File: src/rtl/bmpca_pkg.sv
// Shared constants, types and helpers for the banded min path cost block.
`default_nettype none
package bmpca_pkg;

    localparam int MAX_ROWS  = 1024;
    localparam int MAX_REACH = 63;

    localparam int COST_W  = 32;
    localparam int ROW_W   = $clog2(MAX_ROWS);
    localparam int ROWS_W  = 11;
    localparam int REACH_W = 6;
    localparam int ADDR_W  = ROW_W + 1;

    // register indexes on the config port
    localparam logic REG_ROWS_IN_USE      = 1'b0;
    localparam logic REG_EMPTY_WINDOW_CST = 1'b1;

    // one classified pixel handed from front to back
    typedef struct packed {
        logic signed [COST_W-1:0] cost;
        logic [ROW_W-1:0]         row;
        logic [ROW_W-1:0]         lo;
        logic [ROW_W-1:0]         hi;
        logic                     in_band;
        logic                     scan;
        logic                     last;
        logic                     bank;
    } cmd_t;

    typedef struct packed {
        logic signed [COST_W-1:0] cost;
        logic                     last;
    } res_t;

    function automatic logic signed [COST_W-1:0] sat_add(
        input logic signed [COST_W-1:0] a,
        input logic signed [COST_W-1:0] b
    );
        logic signed [COST_W:0] s;
        begin
            s = {a[COST_W-1], a} + {b[COST_W-1], b};
            if (s[COST_W] != s[COST_W-1])
                sat_add = s[COST_W] ? {1'b1, {(COST_W-1){1'b0}}}
                                    : {1'b0, {(COST_W-1){1'b1}}};
            else
                sat_add = s[COST_W-1:0];
        end
    endfunction

endpackage
`default_nettype wire

File: src/rtl/bmpca_front.sv
// Front part: row tracking, band and window classification, command queue.
`default_nettype none
module bmpca_front (
    input  wire logic                                  clk,
    input  wire logic                                  rst_n,
    input  wire logic                                  push,
    output logic                                       full,
    input  wire logic signed [bmpca_pkg::COST_W-1:0]   pixel_cost,
    input  wire logic [bmpca_pkg::ROW_W-1:0]           band_top,
    input  wire logic [bmpca_pkg::ROW_W-1:0]           band_bottom,
    input  wire logic [bmpca_pkg::REACH_W-1:0]         reach,
    input  wire logic                                  image_start,
    input  wire logic [bmpca_pkg::ROWS_W-1:0]          rows_in_use,
    output logic                                       cmd_valid,
    input  wire logic                                  cmd_pop,
    output bmpca_pkg::cmd_t                            cmd
);
    localparam int RW = bmpca_pkg::ROW_W;
    localparam logic [bmpca_pkg::ROWS_W-1:0] ROWS_CAP = bmpca_pkg::ROWS_W'(bmpca_pkg::MAX_ROWS);
    localparam logic [bmpca_pkg::REACH_W:0]  REACH_CAP =
        (bmpca_pkg::REACH_W+1)'(bmpca_pkg::MAX_REACH);

    logic [RW-1:0]                     row_cnt_reg;
    logic                              first_reg;
    logic                              bank_reg;
    logic [RW-1:0]                     prev_top_reg;
    logic [RW-1:0]                     prev_bot_reg;
    logic [bmpca_pkg::REACH_W-1:0]     prev_reach_reg;

    bmpca_pkg::cmd_t                   q_reg [2];
    logic                              wr_ptr_reg, rd_ptr_reg;
    logic [1:0]                        cnt_reg;

    logic [bmpca_pkg::ROWS_W-1:0]      rows_eff, rows_m1;
    logic [RW-1:0]                     cnt, row, lo_raw, lo, hi1, hi;
    logic [RW:0]                       hi_raw;
    logic                              first, last, in_band;
    logic [bmpca_pkg::REACH_W-1:0]     reach_sat;
    logic                              accept;
    bmpca_pkg::cmd_t                   new_cmd;

    always_comb
    begin
        if (rows_in_use == '0)
            rows_eff = bmpca_pkg::ROWS_W'(1);
        else if (rows_in_use > ROWS_CAP)
            rows_eff = ROWS_CAP;
        else
            rows_eff = rows_in_use;
        rows_m1 = rows_eff - bmpca_pkg::ROWS_W'(1);

        cnt   = image_start ? '0 : row_cnt_reg;
        first = image_start | first_reg;
        row   = ({1'b0, cnt} > rows_m1) ? rows_m1[RW-1:0] : cnt;
        last  = ({1'b0, cnt} >= rows_m1);

        reach_sat = ({1'b0, reach} > REACH_CAP) ? REACH_CAP[bmpca_pkg::REACH_W-1:0] : reach;

        // window over the previous column, clipped to its band and the rows
        lo_raw = (row >= RW'(prev_reach_reg)) ? row - RW'(prev_reach_reg) : '0;
        lo     = (lo_raw < prev_top_reg) ? prev_top_reg : lo_raw;
        hi_raw = {1'b0, row} + (RW+1)'(prev_reach_reg);
        hi1    = (hi_raw > {1'b0, prev_bot_reg}) ? prev_bot_reg : hi_raw[RW-1:0];
        hi     = (hi1 > rows_m1[RW-1:0]) ? rows_m1[RW-1:0] : hi1;

        in_band = !first && (row >= band_top) && (row <= band_bottom);

        new_cmd.cost    = pixel_cost;
        new_cmd.row     = row;
        new_cmd.lo      = lo;
        new_cmd.hi      = hi;
        new_cmd.in_band = in_band;
        new_cmd.scan    = in_band && (lo <= hi);
        new_cmd.last    = last;
        new_cmd.bank    = bank_reg;
    end

    assign full      = cnt_reg[1];
    assign accept    = push && !full;
    assign cmd_valid = (cnt_reg != 2'd0);
    assign cmd       = q_reg[rd_ptr_reg];

    always_ff @(posedge clk)
    begin
        if (accept)
            q_reg[wr_ptr_reg] <= new_cmd;
    end

    always_ff @(posedge clk or negedge rst_n)
    begin
        if (!rst_n)
        begin
            row_cnt_reg    <= '0;
            first_reg      <= 1'b1;
            bank_reg       <= 1'b0;
            prev_top_reg   <= '0;
            prev_bot_reg   <= '0;
            prev_reach_reg <= '0;
            wr_ptr_reg     <= 1'b0;
            rd_ptr_reg     <= 1'b0;
            cnt_reg        <= 2'd0;
        end
        else
        begin
            if (accept)
            begin
                wr_ptr_reg <= ~wr_ptr_reg;
                if (last)
                begin
                    row_cnt_reg    <= '0;
                    first_reg      <= 1'b0;
                    bank_reg       <= ~bank_reg;
                    prev_top_reg   <= band_top;
                    prev_bot_reg   <= band_bottom;
                    prev_reach_reg <= reach_sat;
                end
                else
                begin
                    row_cnt_reg <= cnt + RW'(1);
                    first_reg   <= first;
                end
            end
            if (cmd_pop && cmd_valid)
                rd_ptr_reg <= ~rd_ptr_reg;
            cnt_reg <= cnt_reg + 2'(accept) - 2'(cmd_pop && cmd_valid);
        end
    end
endmodule
`default_nettype wire

File: config.mk
export PLATFORM = sky130hd
export DESIGN_NAME = bmpca_front
export DESIGN_NICKNAME = d
export VERILOG_FILES = /design/src/rtl/bmpca_pkg.sv /design/src/rtl/bmpca_front.sv
export SDC_FILE = /design/constraint.sdc
export NUM_CORES = 1
export LEC_CHECK = 0
export CAP_MARGIN = 20
export CORE_MARGIN = 4
export CORE_UTILIZATION = 46
export CTS_CLUSTER_DIAMETER = 60
export DETAILED_ROUTE_END_ITERATION = 8
export DONT_BUFFER_PORTS = 1
export GPL_TIMING_DRIVEN = 0
export SLEW_MARGIN = 0
export SYNTH_ARGS = -nofsm -noshare
export SYNTH_HDL_FRONTEND = slang
export SYNTH_SLANG_ARGS = --single-unit
File: constraint.sdc
create_clock -name clk -period 10.6 [get_ports clk]
set_input_delay 0 -clock clk [delete_from_list [all_inputs] [get_ports clk]]
set_output_delay 0 -clock clk [all_outputs]
set_load 0.01 [all_outputs]
==> metrics.txt <==
status=finished clean; 1st-pass router iterations=5; most frequent CP cell=a21oi_1; clock latency on the worst-skew pair=about 0.43 ns; max-cap viol count=0; Worst R2R Setup Slack=around 1.0 ns; All-Layer GR Usage=between 20% and 30%; I/O Buffers=0; critical-path maximum fanout=10; Die W=around 160 um; initial antenna violation count=0; yosys warns=0; drt drc=0; CTS root buf=clkbuf_16; Mapped Cells=~890; RSZ-0062 raised after global routing=no; Worst Hold Class=in2reg; share of cells above drive strength 1=19.1%; Arrival @ worst endpoint=between 10 and 15 ns; clock sinks=174; FF-to-FF Start=row_cnt_reg[6]; drt first-iter violations=511; fraction of registers with async set/reset=about a quarter; Finished Core Util=between 50% and 60%; maximum vdd drop=~0.1 mV; Synth cell types=~70; final net count=about 1100; dpl cells=1170; reg2reg end=q_reg[0][2]; final slew viol count=0; slowest cell delay on critical path=between 0.4 and 0.5 ns; Vias=roughly 7200; Final Skew=between 0.01 and 0.015 ns; Max Clk Rate=between 90 and 100 MHz; DP HPWL=~19 mm; Lkg Pwr=about 4.8 nW; Rows=53; Critical Path Source Type=input pin; Slew Limit Headroom=approximately 32%; die extent in y=about 160 um; final non-filler cell total=1275; Bufs on Longest Clock Path=2; R2R depth=47; io pins=between 100 and 150; top_reg_cell synth=edfxtp_1; Hold EP=first_reg; Synth Cell Area=10000 sq um; die area=between 20000 and 25000 sq um; final count of hold timing violations=0; H-Tree Depth=4; Initial Utilization=47.3%; max FFs per register=between 100 and 150; clock transition at the registers of the reported paths=0.07 ns; largest net degree at the start of global routing=43; critical path class=in2reg; first-pass GRT wire length=~39 mm; final period utilization=94.5%; total wire length=between 20 and 30 mm; register area share after synthesis=roughly 50%; fin crit period=around 10 ns; register bit total from synthesis=between 150 and 200; wire per inst=between 15 and 20 um; Hold Slack=0.0509 ns; hold_sp=image_start; CP max stage cell=a221o_2; Via density=around 5.6; Setup crit end kind=flop; Antenna Cells=0; actual slew at the worst max-slew pin=just over 1 ns; grt total ovfl=0; synth-to-layout area growth=19.7%; routability cong.=slightly above 0.9; CTS Buf Count=17; worst path required time=around 11 ns; CTS tree=yes; number of global-route vias before repair=just under 7000; pwr/cell area=around 190 nW/um^2; CORE AREA=21200 sq um; number of enable flip-flop cells after synthesis=132; Final setup viols=0; Syn Nets=a little over 1000; Mean Syn Cell Area=11.3 sq um; antenna-violating nets left=0; worst hold stages=3
[power breakdown]
group          leakage (nW)  total, mW  switching, mW  internal [mW]
Clock                 0.298      0.648          0.306          0.341
Sequential             1.61      0.892         0.0311          0.861
Combinational          2.84      0.743          0.435          0.308
[how the worst max path moves through the flow]
stage,startpoint,end,cells past startpoint
6_report,rows_in_use[8],q_reg[0][2],54
5_1_grt,rows_in_use[8],q_reg[1][2],56
4_1_cts,rows_in_use[4],q_reg[0][2],55
3_5_place_dp,rows_in_use[8],q_reg[0][2],56
3_3_place_gp,rows_in_use[8],q_reg[0][2],52
2_1_floorplan,rows_in_use[8],q_reg[0][2],55
[synthesized netlist by cell type (all sizes together), types with 2 or more instances]
cell | number | area, sq um
xnor2 | 18 | 158
nor3 | 7 | 35.0
a211oi | 3 | 22.5
a221oi | 4 | 41.3
o21ai | 72 | 360
nand3 | 19 | 100
a211o | 4 | 35.0
or2 | 4 | 25.0
mux2 | 82 | 923
o21bai | 3 | 22.5
o41ai | 3 | 33.8
inv | 64 | 240
o21a | 14 | 105
edfxtp | 132 | 3960
or3 | 5 | 36.3
nor2 | 50 | 190
and4 | 2 | 17.5
fa | 2 | 40.0
nand2b | 16 | 100
a21o | 15 | 113
or4 | 2 | 18.8
a221o | 5 | 50.1
and3 | 7 | 43.8
ha | 78 | 976
o211ai | 6 | 45.0
buf | 8 | 46.3
dfrtp | 41 | 1030
o311ai | 2 | 17.5
a31oi | 4 | 40.0
o221ai | 2 | 17.5
o31ai | 8 | 60.1
nand4 | 11 | 68.8
and2 | 6 | 37.5
xor2 | 4 | 35.0
nand2 | 64 | 240
o32a | 2 | 20.0
clkbuf | 21 | 78.8
nor4 | 3 | 18.8
mux2i | 5 | 50.1
a31o | 4 | 35.0
o31a | 2 | 17.5
nor2b | 28 | 175
a21oi | 38 | 194
[logic make-up after synthesis]
logic type	count (synthesis)	synth area share, %
flip-flops	174	50.0
buffers and inverters	94	3.68
AND/OR/NAND/NOR	224	11.0
multiplexers	87	9.71
XOR/XNOR	22	1.92
AO/OA/AOI/OAI	203	13.4
adder cells (fa/ha/maj)	81	10.2
[worst max-delay path, delay by kind of cell]
kind                     cells  cell delay, ns
multiplexers                 1            0.37
AO/OA/AOI/OAI               25            4.84
buffers and inverters        7            1.10
AND/OR/NAND/NOR             14            1.88
adder cells (fa/ha/maj)      7            2.09
[placed cells by master (no fill, tap or decap), drive strengths merged, types with 11 or more instances in the layout]
master,synthesis,routed
o21ai,72,72
clkbuf,21,35
mux2,82,82
nand2b,16,16
o21a,14,14
nor2b,28,28
a21o,15,15
buf,8,32
edfxtp,132,132
dfrtp,41,41
xnor2,18,18
nand2,64,65
a21oi,38,38
nand4,11,11
nand3,19,19
inv,64,70
nor2,50,50
ha,78,78
dlygate4sd3,0,61
[layout make-up]
class | count | area (sq um)
plain buffers | 27 | 124
clock inverters | 15 | 194
inverters | 65 | 244
well taps | 275 | 344
multi-input cells | 618 | 4800
flip-flops and latches | 174 | 5020
clock buffers | 17 | 425
fillers | 1868 | 9220
repair buffers | 84 | 858
[metrics by stage]
stage | setup TNS (ns) | worst slack [ns] | instance area (sq um) | power, mW
floorplan | 0 | 0.241 | 10000 | 1.42
detailed placement | -24.07 | -2.28 | 10500 | 1.61
CTS | 0 | 0.000250 | 11900 | 2.29
finish | 0 | 0.580 | 12000 | 2.28
global placement | -31.67 | -2.70 | 10400 | 1.59
global route | 0 | 0.00825 | 12000 | 2.40
[layer usage]
layer | global-route usage, % | vias up | wire length, um
met1 | 28.3 | 3445 | 11500
met3 | 3.58 | 32 | 1250
met4 | 4.59 | 0 | 428
li1 | - | 3479 | -
met2 | 34.4 | 209 | 12200
met5 | 0 | - | 0
[timing repair]
action                                  4_1_cts  5_1_grt
cloned                                        0        1
hold buffers                                 62        0
endpoints found under the setup margin       18        2
gates resized for setup                      21       24
pin swaps                                     2        9
hold endpoints to repair                    134        0
setup buffers                                 2       10
No activity file was read; power rests on OpenSTA's default activity.
